<file path="src/rtl/core/trse_pkg.sv">
`timescale 1ns / 1ps

package trse_pkg;

    // largest slot count the report layout carries
    localparam int MAX_SLOTS          = 5;
    localparam int DEFAULT_SLOT_COUNT = 5;

    // report framing
    localparam logic [7:0] START_BYTE = 8'hAA;
    localparam logic [7:0] MULTI_BYTE = 8'hBB;
    localparam logic [7:0] END_BYTE_A = 8'hCC;
    localparam logic [7:0] END_BYTE_B = 8'h00;

    localparam int COUNT_W = 5;
    localparam logic [COUNT_W-1:0] STORE_DEPTH = 5'd24;
    localparam logic [COUNT_W-1:0] COUNT_OVER  = 5'd25;

    // fixed byte offsets inside a report
    localparam logic [COUNT_W-1:0] OFF_START = 5'd0;
    localparam logic [COUNT_W-1:0] OFF_MULTI = 5'd6;
    localparam logic [COUNT_W-1:0] OFF_MASK  = 5'd7;

    // event fields
    localparam int VALUE_W = 17;
    localparam logic [VALUE_W-1:0] VALUE_RELEASE = 17'h1FFFF;

    localparam logic KIND_ABS = 1'b0;
    localparam logic KIND_SYN = 1'b1;

    localparam logic [2:0] CODE_SLOT   = 3'd0;
    localparam logic [2:0] CODE_TRACK  = 3'd1;
    localparam logic [2:0] CODE_X      = 3'd2;
    localparam logic [2:0] CODE_Y      = 3'd3;
    localparam logic [2:0] CODE_REPORT = 3'd4;

    // event steps within one slot job
    localparam logic [2:0] STEP_SLOT     = 3'd0;
    localparam logic [2:0] STEP_TRACK    = 3'd1;
    localparam logic [2:0] STEP_X        = 3'd2;
    localparam logic [2:0] STEP_Y        = 3'd3;
    localparam logic [2:0] REL_LAST_STEP = 3'd2;
    localparam logic [2:0] PRS_LAST_STEP = 3'd4;

    // sequencer commands to the datapath
    typedef struct packed {
        logic capture;
        logic finish;
        logic emit;
    } cmd_t;

    // datapath status to the sequencer
    typedef struct packed {
        logic report_ok;
        logic out_free;
        logic last_evt;
    } stat_t;

    // where one report byte lands in the coordinate store
    typedef struct packed {
        logic       is_coord;
        logic [2:0] slot;
        logic [1:0] lane;
    } byte_map_t;

    function automatic byte_map_t map_byte(input logic [COUNT_W-1:0] idx);
        byte_map_t m;
        logic [COUNT_W-1:0] rel;
        m   = '0;
        rel = idx - 5'd8;
        if (idx inside {[5'd2:5'd5]}) begin
            m.is_coord = 1'b1;
            m.slot     = 3'd0;
            m.lane     = 2'(idx - 5'd2);
        end else if (idx inside {[5'd8:5'd23]}) begin
            m.is_coord = 1'b1;
            m.slot     = 3'(rel[3:2]) + 3'd1;
            m.lane     = rel[1:0];
        end
        return m;
    endfunction

endpackage

</file>
<file path="src/rtl/core/trse_ctrl.sv">
`timescale 1ns / 1ps

module trse_ctrl (
    input  logic           aclk,
    input  logic           aresetn,
    input  logic           s_tvalid,
    input  logic           s_tlast,
    output logic           s_tready,
    input  trse_pkg::stat_t stat,
    output trse_pkg::cmd_t  cmd
);
    import trse_pkg::*;

    typedef enum logic [1:0] {
        ST_COLLECT = 2'b01,
        ST_EMIT    = 2'b10
    } state_t;

    state_t state_reg, state_next;
    logic   in_accept;

    // bytes are taken only while collecting
    assign s_tready  = (state_reg == ST_COLLECT);
    assign in_accept = s_tvalid && s_tready;

    // commands
    always_comb begin
        cmd         = '0;
        cmd.capture = in_accept && !s_tlast;
        cmd.finish  = in_accept && s_tlast;
        cmd.emit    = (state_reg == ST_EMIT) && stat.out_free;
    end

    // next state
    always_comb begin
        state_next = state_reg;
        case (state_reg)
            ST_COLLECT: begin
                if (cmd.finish && stat.report_ok) begin
                    state_next = ST_EMIT;
                end
            end
            ST_EMIT: begin
                if (cmd.emit && stat.last_evt) begin
                    state_next = ST_COLLECT;
                end
            end
            default: state_next = ST_COLLECT;
        endcase
    end

    always_ff @(posedge aclk) begin
        if (!aresetn) begin
            state_reg <= ST_COLLECT;
        end else begin
            state_reg <= state_next;
        end
    end

endmodule

</file>
<file path="src/rtl/core/trse_datapath.sv">
`timescale 1ns / 1ps

module trse_datapath #(
    parameter int SLOT_COUNT = trse_pkg::DEFAULT_SLOT_COUNT
) (
    input  logic                         aclk,
    input  logic                         aresetn,
    input  logic [7:0]                   in_byte,
    input  trse_pkg::cmd_t               cmd,
    output trse_pkg::stat_t              stat,
    input  logic                         out_ready,
    output logic                         out_valid,
    output logic                         out_kind,
    output logic [2:0]                   out_code,
    output logic [trse_pkg::VALUE_W-1:0] out_value,
    output logic                         out_last
);
    import trse_pkg::*;

    localparam int SLOT_W = (SLOT_COUNT > 1) ? $clog2(SLOT_COUNT) : 1;

    // report store: framing bytes and per-slot x/y words
    logic [COUNT_W-1:0]    count_reg;
    logic [7:0]            start_reg;
    logic [7:0]            multi_reg;
    logic [SLOT_COUNT-1:0] mask_reg;
    logic [31:0]           coord_reg [SLOT_COUNT];

    logic [SLOT_COUNT-1:0] held_reg;
    logic [SLOT_COUNT-1:0] rel_pend_reg;
    logic [SLOT_COUNT-1:0] prs_pend_reg;
    logic [2:0]            step_reg;

    logic                  out_valid_reg;
    logic                  out_kind_reg;
    logic [2:0]            out_code_reg;
    logic [VALUE_W-1:0]    out_value_reg;
    logic                  out_last_reg;

    byte_map_t             wmap;
    logic [SLOT_COUNT-1:0] nonzero;
    logic                  end_ok;
    logic                  report_ok;
    logic                  out_free;
    logic                  last_evt;

    // status to the sequencer
    assign stat = '{report_ok: report_ok, out_free: out_free, last_evt: last_evt};

    // byte placement
    assign wmap = map_byte(count_reg);

    always_ff @(posedge aclk) begin
        if (cmd.capture && (count_reg < STORE_DEPTH)) begin
            if (count_reg == OFF_START) begin
                start_reg <= in_byte;
            end
            if (count_reg == OFF_MULTI) begin
                multi_reg <= in_byte;
            end
            if (count_reg == OFF_MASK) begin
                mask_reg <= in_byte[SLOT_COUNT-1:0];
            end
            if (wmap.is_coord && (int'(wmap.slot) < SLOT_COUNT)) begin
                case (wmap.lane)
                    2'd0:    coord_reg[wmap.slot[SLOT_W-1:0]][31:24] <= in_byte;
                    2'd1:    coord_reg[wmap.slot[SLOT_W-1:0]][23:16] <= in_byte;
                    2'd2:    coord_reg[wmap.slot[SLOT_W-1:0]][15:8]  <= in_byte;
                    default: coord_reg[wmap.slot[SLOT_W-1:0]][7:0]   <= in_byte;
                endcase
            end
        end
    end

    // report check at the end mark
    always_comb begin
        for (int i = 0; i < SLOT_COUNT; i++) begin
            nonzero[i] = |coord_reg[i];
        end
    end

    assign end_ok    = (in_byte == END_BYTE_A) || (in_byte == END_BYTE_B);
    assign report_ok = (count_reg == STORE_DEPTH) && (start_reg == START_BYTE)
                       && (multi_reg == MULTI_BYTE) && end_ok;

    // current slot job: releases first, then presses, lowest slot first
    logic                  rel_any, prs_any;
    logic [SLOT_W-1:0]     rel_idx, prs_idx, job_idx;
    logic [SLOT_COUNT-1:0] rel_rest, prs_rest;
    logic                  job_final;
    logic                  ev_kind;
    logic [2:0]            ev_code;
    logic [VALUE_W-1:0]    ev_value;

    always_comb begin
        rel_idx = '0;
        prs_idx = '0;
        for (int i = SLOT_COUNT - 1; i >= 0; i--) begin
            if (rel_pend_reg[i]) begin
                rel_idx = SLOT_W'(i);
            end
            if (prs_pend_reg[i]) begin
                prs_idx = SLOT_W'(i);
            end
        end
    end

    assign rel_any  = |rel_pend_reg;
    assign prs_any  = |prs_pend_reg;
    assign rel_rest = rel_pend_reg & (rel_pend_reg - 1'b1);
    assign prs_rest = prs_pend_reg & (prs_pend_reg - 1'b1);
    assign job_idx  = rel_any ? rel_idx : prs_idx;

    // event for the current step
    always_comb begin
        ev_kind   = KIND_SYN;
        ev_code   = CODE_REPORT;
        ev_value  = '0;
        job_final = 1'b1;
        last_evt  = 1'b1;
        if (rel_any) begin
            job_final = (step_reg == REL_LAST_STEP);
            last_evt  = job_final && (rel_rest == '0) && !prs_any;
            case (step_reg)
                STEP_SLOT: begin
                    ev_kind  = KIND_ABS;
                    ev_code  = CODE_SLOT;
                    ev_value = VALUE_W'(job_idx);
                end
                STEP_TRACK: begin
                    ev_kind  = KIND_ABS;
                    ev_code  = CODE_TRACK;
                    ev_value = VALUE_RELEASE;
                end
                default: ;
            endcase
        end else if (prs_any) begin
            job_final = (step_reg == PRS_LAST_STEP);
            last_evt  = job_final && (prs_rest == '0);
            case (step_reg)
                STEP_SLOT: begin
                    ev_kind  = KIND_ABS;
                    ev_code  = CODE_SLOT;
                    ev_value = VALUE_W'(job_idx);
                end
                STEP_TRACK: begin
                    ev_kind  = KIND_ABS;
                    ev_code  = CODE_TRACK;
                    ev_value = VALUE_W'(job_idx);
                end
                STEP_X: begin
                    ev_kind  = KIND_ABS;
                    ev_code  = CODE_X;
                    ev_value = VALUE_W'(coord_reg[job_idx][31:16]);
                end
                STEP_Y: begin
                    ev_kind  = KIND_ABS;
                    ev_code  = CODE_Y;
                    ev_value = VALUE_W'(coord_reg[job_idx][15:0]);
                end
                default: ;
            endcase
        end
    end

    // byte count, held marks, job bits and step
    always_ff @(posedge aclk) begin
        if (!aresetn) begin
            count_reg    <= '0;
            held_reg     <= '0;
            rel_pend_reg <= '0;
            prs_pend_reg <= '0;
            step_reg     <= '0;
        end else begin
            if (cmd.capture && (count_reg < COUNT_OVER)) begin
                count_reg <= count_reg + 1'b1;
            end
            if (cmd.finish) begin
                count_reg <= '0;
                if (report_ok) begin
                    rel_pend_reg <= held_reg & ~mask_reg;
                    prs_pend_reg <= mask_reg & nonzero;
                    held_reg     <= mask_reg & (nonzero | held_reg);
                    step_reg     <= '0;
                end
            end
            if (cmd.emit) begin
                if (job_final) begin
                    step_reg <= '0;
                    if (rel_any) begin
                        rel_pend_reg <= rel_rest;
                    end else begin
                        prs_pend_reg <= prs_rest;
                    end
                end else begin
                    step_reg <= step_reg + 1'b1;
                end
            end
        end
    end

    // output register
    assign out_free = !out_valid_reg || out_ready;

    always_ff @(posedge aclk) begin
        if (!aresetn) begin
            out_valid_reg <= 1'b0;
        end else if (cmd.emit) begin
            out_valid_reg <= 1'b1;
        end else if (out_ready) begin
            out_valid_reg <= 1'b0;
        end
    end

    always_ff @(posedge aclk) begin
        if (cmd.emit) begin
            out_kind_reg  <= ev_kind;
            out_code_reg  <= ev_code;
            out_value_reg <= ev_value;
            out_last_reg  <= last_evt;
        end
    end

    assign out_valid = out_valid_reg;
    assign out_kind  = out_kind_reg;
    assign out_code  = out_code_reg;
    assign out_value = out_value_reg;
    assign out_last  = out_last_reg;

endmodule

</file>
<file path="src/rtl/core/touch_report_to_slot_events_unit.sv">
`timescale 1ns / 1ps

// Touch report to multitouch slot events.
// Input stream: one report byte per item on s_tdata, s_tlast on the final
// byte of a report. Only a 25-byte report with the right start, multi-start
// and end bytes produces output; any other report is dropped silently.
// Output stream: one event per item. m_tuser is the kind (0 axis, 1 sync),
// m_tlast marks the final event of a report.
// Timing: bytes are taken one per cycle while the block collects. After the
// end byte of a valid report the sequencer enters its emit state and loads
// the first event into the output register, then one event per cycle while
// m_tready is high, 1 to 25 events per report. The event sequencer walks
// release jobs (3 events) then press jobs (5 events), one event a cycle; s_tready
// is low from the end byte until the final event has been loaded into the output register.
// A stall on m_tready holds the output register and the sequencer; the next
// report's bytes are taken as soon as the final event has been loaded.
// Reset: byte count and held slot marks clear, output empty; the report
// store holds nothing defined until bytes arrive.
module touch_report_to_slot_events_unit #(
    parameter int SLOT_COUNT = trse_pkg::DEFAULT_SLOT_COUNT
) (
    input  logic        aclk,
    input  logic        aresetn,
    input  logic        s_tvalid,
    output logic        s_tready,
    input  logic [7:0]  s_tdata,   // [7:0] data_byte
    input  logic        s_tlast,   // end_of_report
    output logic        m_tvalid,
    input  logic        m_tready,
    output logic [23:0] m_tdata,   // [2:0] event_code, [19:3] event_value, [23:20] zero
    output logic [0:0]  m_tuser,   // [0] event_kind
    output logic        m_tlast    // last_event
);
    import trse_pkg::*;

    cmd_t               cmd;
    stat_t              stat;
    logic               ev_kind;
    logic [2:0]         ev_code;
    logic [VALUE_W-1:0] ev_value;

    // sequencer
    trse_ctrl u_ctrl (
        .aclk     (aclk),
        .aresetn  (aresetn),
        .s_tvalid (s_tvalid),
        .s_tlast  (s_tlast),
        .s_tready (s_tready),
        .stat     (stat),
        .cmd      (cmd)
    );

    // store, held marks and event build
    trse_datapath #(
        .SLOT_COUNT (SLOT_COUNT)
    ) u_datapath (
        .aclk      (aclk),
        .aresetn   (aresetn),
        .in_byte   (s_tdata),
        .cmd       (cmd),
        .stat      (stat),
        .out_ready (m_tready),
        .out_valid (m_tvalid),
        .out_kind  (ev_kind),
        .out_code  (ev_code),
        .out_value (ev_value),
        .out_last  (m_tlast)
    );

    // pack the event
    assign m_tdata = {4'd0, ev_value, ev_code};
    assign m_tuser = ev_kind;

endmodule
</file>
<file path="config.mk">
export PLATFORM = sky130hd
export DESIGN_NAME = touch_report_to_slot_events_unit
export DESIGN_NICKNAME = d
export VERILOG_FILES = /design/src/rtl/core/trse_pkg.sv /design/src/rtl/core/trse_ctrl.sv /design/src/rtl/core/trse_datapath.sv /design/src/rtl/core/touch_report_to_slot_events_unit.sv
export SDC_FILE = /design/constraint.sdc
export NUM_CORES = 1
export LEC_CHECK = 0
export BUFFER_PORTS_ARGS = -buffer_cell sky130_fd_sc_hd__buf_2
export CORE_MARGIN = 2
export CORE_UTILIZATION = 40
export CTS_BUF_LIST = sky130_fd_sc_hd__clkbuf_8
export DETAILED_ROUTE_END_ITERATION = 7
export PLACE_DENSITY = 0.61
export SYNTH_ARGS = -nofsm -noshare
export SYNTH_HDL_FRONTEND = slang
export SYNTH_SLANG_ARGS = --single-unit
</file>
<file path="constraint.sdc">
create_clock -name aclk -period 3.45 [get_ports aclk]
set_clock_uncertainty 0.05 [all_clocks]
set_input_delay 1.035 -clock aclk [delete_from_list [all_inputs] [get_ports aclk]]
set_output_delay 1.035 -clock aclk [all_outputs]
set_load 0.01 [all_outputs]
</file>
# Word-level counts from Yosys, hierarchy flattened
# Memories as Yosys holds them, arrays and structs flattened.
# Index checks and enable logic that the tools add are counted.
# word_totals
reg_bits	69
ramBits	160
inputBits	13
output_inout_bits	28
elab_cells	165
memories	1
# mem_list
memory	words	width	rd	rd_clocked_by_memory_dff	write_ports	line_no	text
u_datapath.coord_reg	5	32	6	0	1	trse_datapath.sv:27	logic [31:0] coord_reg [SLOT_COUNT];
# op_classes
addsub	7
order_cmp	7
n_eq_ne	16
n_mux	64
n_bitwise	8
reduce_logical	48
# op_table
cell	n
OR reduction 32 bit	5
2-to-1 mux 3 bit	17
2-to-1 mux 5 bit	10
case mux 16 bit (3 select lines)	1
2-to-1 mux 17 bit	2
case mux 17 bit (2 select lines)	1
2-to-1 mux 1 bit	26
bitwise AND 5 bit	5
== test 8 bit (second input constant)	3
logical AND 1 bit	17
logical NOT 5 bit	3
2-to-1 mux 6 bit	2
case mux 3 bit (4 select lines)	1
AND reduction 2 bit	6
== test 5 x 3 -> 1 bit (second input constant)	2
less-than comparator 5 bit (second input constant)	2
OR reduction 5 bit	2
subtractor 5 x 1 -> 5 bit (second input constant)	2
logical NOT 8 bit	1
== test 3 x 2 -> 1 bit (second input constant)	2
case mux 3 bit (2 select lines)	1
nonzero test 2 bit	3
adder 5 x 1 -> 5 bit (second input constant)	1
== test 5 bit (second input constant)	1
26 further kinds	34

# Longest topological paths before layout
# depth
word_depth	10
ltp_mapped	11
ltp_nobuf	9

# By module
# From an unflattened synthesis, not the netlist that was laid out.
# unflattened
hier_cells	847
hier_area_um2	12170.4
# by_module_without_submodules
mod	instances	cells_per_inst	area_each_um2	seq_area_each_um2
trse_datapath	1	832	12021.5	8167.8
trse_ctrl	1	10	115.1	40.0
touch_report_to_slot_events_unit	1	5	33.8	0.0

# Worst setup path after synthesis
# Ideal clock, no wire load.
# synth_timing
kind	input to register
from	input port s_tlast
to	memory u_datapath.coord_reg[4][10] (enable)
t_arrival_ns	2.342
required_time_ns	3.027
path_slack_ns	0.685
stages	4
cell_sequence	nand3b_1 -> a21oi_1 -> nor4bb_1 -> nor2b_1
# synth_between
elab_chain_cells	5
# synth_rtl
item	line_no	text
from (decl)	touch_report_to_slot_events_unit.sv:27	input logic s_tlast,
logical NOT 1 bit	trse_ctrl.sv:29	cmd.capture = in_accept && !s_tlast;
logical AND 1 bit	trse_ctrl.sv:29	
logical AND 1 bit	trse_datapath.sv:54	if (cmd.capture && (count_reg < STORE_DEPTH)) begin
2-to-1 mux 1 bit	trse_datapath.sv:54	
2-to-1 mux 1 bit (implied by the code)	trse_datapath.sv:68	2'd2: coord_reg[wmap.slot[SLOT_W-1:0]][15:8] <= in_byte;
to (decl)	trse_datapath.sv:27	
# No other way between the ends.

# Final worst setup path
# layout_timing
from	register u_datapath.count_reg[2]
to	memory u_datapath.coord_reg[3][6] (enable)
# layout_between
elab_chain_cells	10
word_cells_on_any_way	22
# layout_rtl
item	line_no	text
from (decl)	trse_datapath.sv:23	logic [COUNT_W-1:0] count_reg;
from (signal assigned)	trse_datapath.sv:176	count_reg <= count_reg + 1'b1;
parallel branches: the longest is 10 deep, another holds subtractor 4 bit	-	
# Parallel ways; which one is timed is not known.

==> flow_summary.toml <==
[setup_path]
worstSetupStartpointType = "flip-flop"
end_kind = "flip-flop"
cp_slowest_cell = "dfxtp_1"
crit_fanout = 13
required_ps = 3610
cp_top_family = "simple AND/OR/NAND/NOR gates"
crit_type = "reg2reg"
crit_buf_inv = 0
arrival_ps = 3240
max_stage_delay_ps = 560
path_cells = "ha_1 -> nand2_1 -> a21oi_1 -> o311ai_0 -> a22oi_1 -> and3_1 -> nor2b_1 -> and2_1"

[final_layout]
largest_reg_flops = 223
diodes = 0
syn_to_final_growth_pct = 15.30
drive_above_1_share = 0.1563
final_nets = 1072

[power]
p_switching_mw = 1.466
p_leak_nw = 5.437
p_sw_frac = 0.2139
total_power_mw = 6.854
clkPwrFrac = 0.407
share_comb_of_total_power = 0.018
p_per_area_mw_per_mm2 = 474.0
seq_power_share = 0.574
peakVddDrop_uv = 266.1
intPower_mw = 5.388

[place]
portBuffers = 36
gp_congestion = 0.8462
hpwl_mm = 21.98
dp_slack_ps = 431.0

[sta]
rsz0062_at_grt = "false"
max-slew-margin-rel = 0.2539
hold_viol = 0
worst_pin_slew_ps = 1117
period_needed_ps = 3076
fin_crit_sh = 0.8915
setup-violations-final = 0
max_freq_ghz = 0.3251
maxSlewViolCount = 0
layout_setup_ws_ps = 374.3
tns_ps = 0

[grt]
grt_max_degree = 44
grt.overflow.total = 0
antenna_found_initial = 0
grt_pass1_wl_mm = 48.47
grtUsageTotal = 0.1964
grt_pass1_vias = 8115

[drt]
drc_errors = 0
drt-pass1-iter-count = 5
ant_nets = 0
wl_mm = 32.24
viasPerCell = 5.492
wire_per_inst_um = 21.83
drtIter0Drc = 962
vias = 8111

[floorplan]
dieWidth_um = 181.1
die_h_um = 181.1
core_area_mm2 = 0.03075
start_util = 0.4078
io-pin-count = 41
floorplan.rows = 64
die_area_mm2 = 0.03278

[synth]
yosysWarnings = 0
synth_flop_cell = "edfxtp_1"
syn_inst = 893
synth_seq_area_share = 0.6760
syn_avg_cell_area_um2 = 14.04
ys_ff_latch = 291
synthArstFlopShare = 0
syn_area_mm2 = 0.01254
synth_cell_types = 65
synth-edff-count = 265

[clock_network]
cts_resized = 0
cts_buffer_depth = 3
postCtsSetupBuffers = 0
clkSinkCount = 291
clk_pin_slew_ps = 60
cts_tree = "done"
htreeDepth = 2
numCtsBuffers = 48
clkLatencyLatePin_ps = 580
holdBufCountCts = 0
clockRootBuffer = "clkbuf_8"

[flow_run]
maxCapViolCount = 0

[status]
outcome = "completed"

[worst_hold_path]
hp-class = "reg2reg"
## area by class of cell
type | count | area (um^2)
clock buffer | 48 | 660.6
clock inverter | 37 | 211.5
fill | 2801 | 16290
inverter | 10 | 37.54
multi-input combinational | 615 | 4041
sequential | 291 | 8478
tap | 396 | 495.5
timing repair buffer | 80 | 535.5
## metal layers
layer  share of wire  GRT usage
met5               0          0
met4           0.020    0.05203
met3           0.063    0.03225
met2            0.49     0.3297
met1            0.43     0.2666
## synthesized netlist by cell type, types with 4 or more instances
cell type	count	area share
a21oi_1	43	0.017
a31oi_1	7	0.0035
a32oi_1	13	0.0091
and2_1	12	0.0060
and3_1	7	0.0035
buf_2	14	0.0056
buf_4	9	0.0054
buf_6	4	0.0036
clkbuf_1	16	0.0048
dfxtp_1	26	0.042
edfxtp_1	265	0.63
ha_1	13	0.013
inv_1	10	0.0030
mux2i_1	84	0.067
mux4_2	15	0.027
nand2_1	76	0.023
nand3_1	24	0.0096
nand4_1	16	0.0080
nor2_1	72	0.022
nor2b_1	10	0.0050
nor3_1	4	0.0016
nor4_1	42	0.021
o21a_1	7	0.0042
o21ai_0	24	0.0096
o21bai_1	4	0.0024
o22ai_1	5	0.0025
## worst reg2reg max path: stages, from the launching register on
cell,delay (ps)
dfxtp_1,560
ha_1,340
nand2_1,100
a21oi_1,220
o311ai_0,210
a22oi_1,270
and3_1,210
nor2b_1,290
and2_1,470
## power groups by stage
stage / Combinational, mW / Sequential [mW] / Clock (mW)
2_1_floorplan: 0.0425 / 4.00 / 0
3_3_place_gp: 0.124 / 4.01 / 0
3_5_place_dp: 0.125 / 4.01 / 0
4_1_cts: 0.125 / 3.94 / 2.86
5_1_grt: 0.139 / 3.94 / 2.99
6_report: 0.125 / 3.94 / 2.79
## logic make-up (layout without fill, tap and decap cells)
group,after synthesis,in the layout,synth area share
buffers and inverters,53,175,0.02235
and+or+nand+nor,295,295,0.1198
DFF,291,291,0.6760
xor gates and xnor gates,3,3,0.002096
adders and majority gates,13,13,0.01297
other,1,67,0.0002990
muxes,101,101,0.09578
AOI/OAI and AO/OA,136,136,0.07064
## worst paths after layout
path	from	end	slack, ps	depth (start not counted)
setup / recovery	u_datapath.count_reg[2]$_SDFFE_PP0P_	u_datapath.coord_reg[3][6]$_DFFE_PP_	370	8
hold / removal	u_datapath.held_reg[4]$_SDFFE_PN0P_	u_datapath.rel_pend_reg[4]$_SDFF_PN0_	410	2
setup reg to reg	u_datapath.count_reg[2]$_SDFFE_PP0P_	u_datapath.coord_reg[3][6]$_DFFE_PP_	370	8
hold reg to reg	u_datapath.held_reg[4]$_SDFFE_PN0P_	u_datapath.rel_pend_reg[4]$_SDFF_PN0_	410	2
## metrics by stage
stage / instance area [um^2] / util / hold WS [ps] / cells
global placement: 13590 / 0.4419 / 399.3 / 1392
finish: 14460 / 0.4703 / 409.3 / 1477
floorplan: 12790 / - / 381.8 / 959
global route: 14460 / 0.4703 / 444.2 / 1477
CTS: 14460 / 0.4703 / 411.6 / 1477
detailed placement: 13590 / 0.4419 / 400.4 / 1392
## placed cells by master, fill, tap and decap left out, types with 9 or more instances in the layout
master	n
edfxtp_1	265
mux2i_1	84
nand2_1	75
nor2_1	72
conb_1	67
clkbuf_8	48
a21oi_1	43
nor4_1	42
buf_4	42
buf_2	36
inv_1	30
dfxtp_1	26
nand3_1	24
o21ai_0	24
nand4_1	16
mux4_2	15
a32oi_1	13
ha_1	13
and2_1	11
nor2b_1	10
clkinv_1	9
Note: power is estimated with default switching activity, not from simulation.
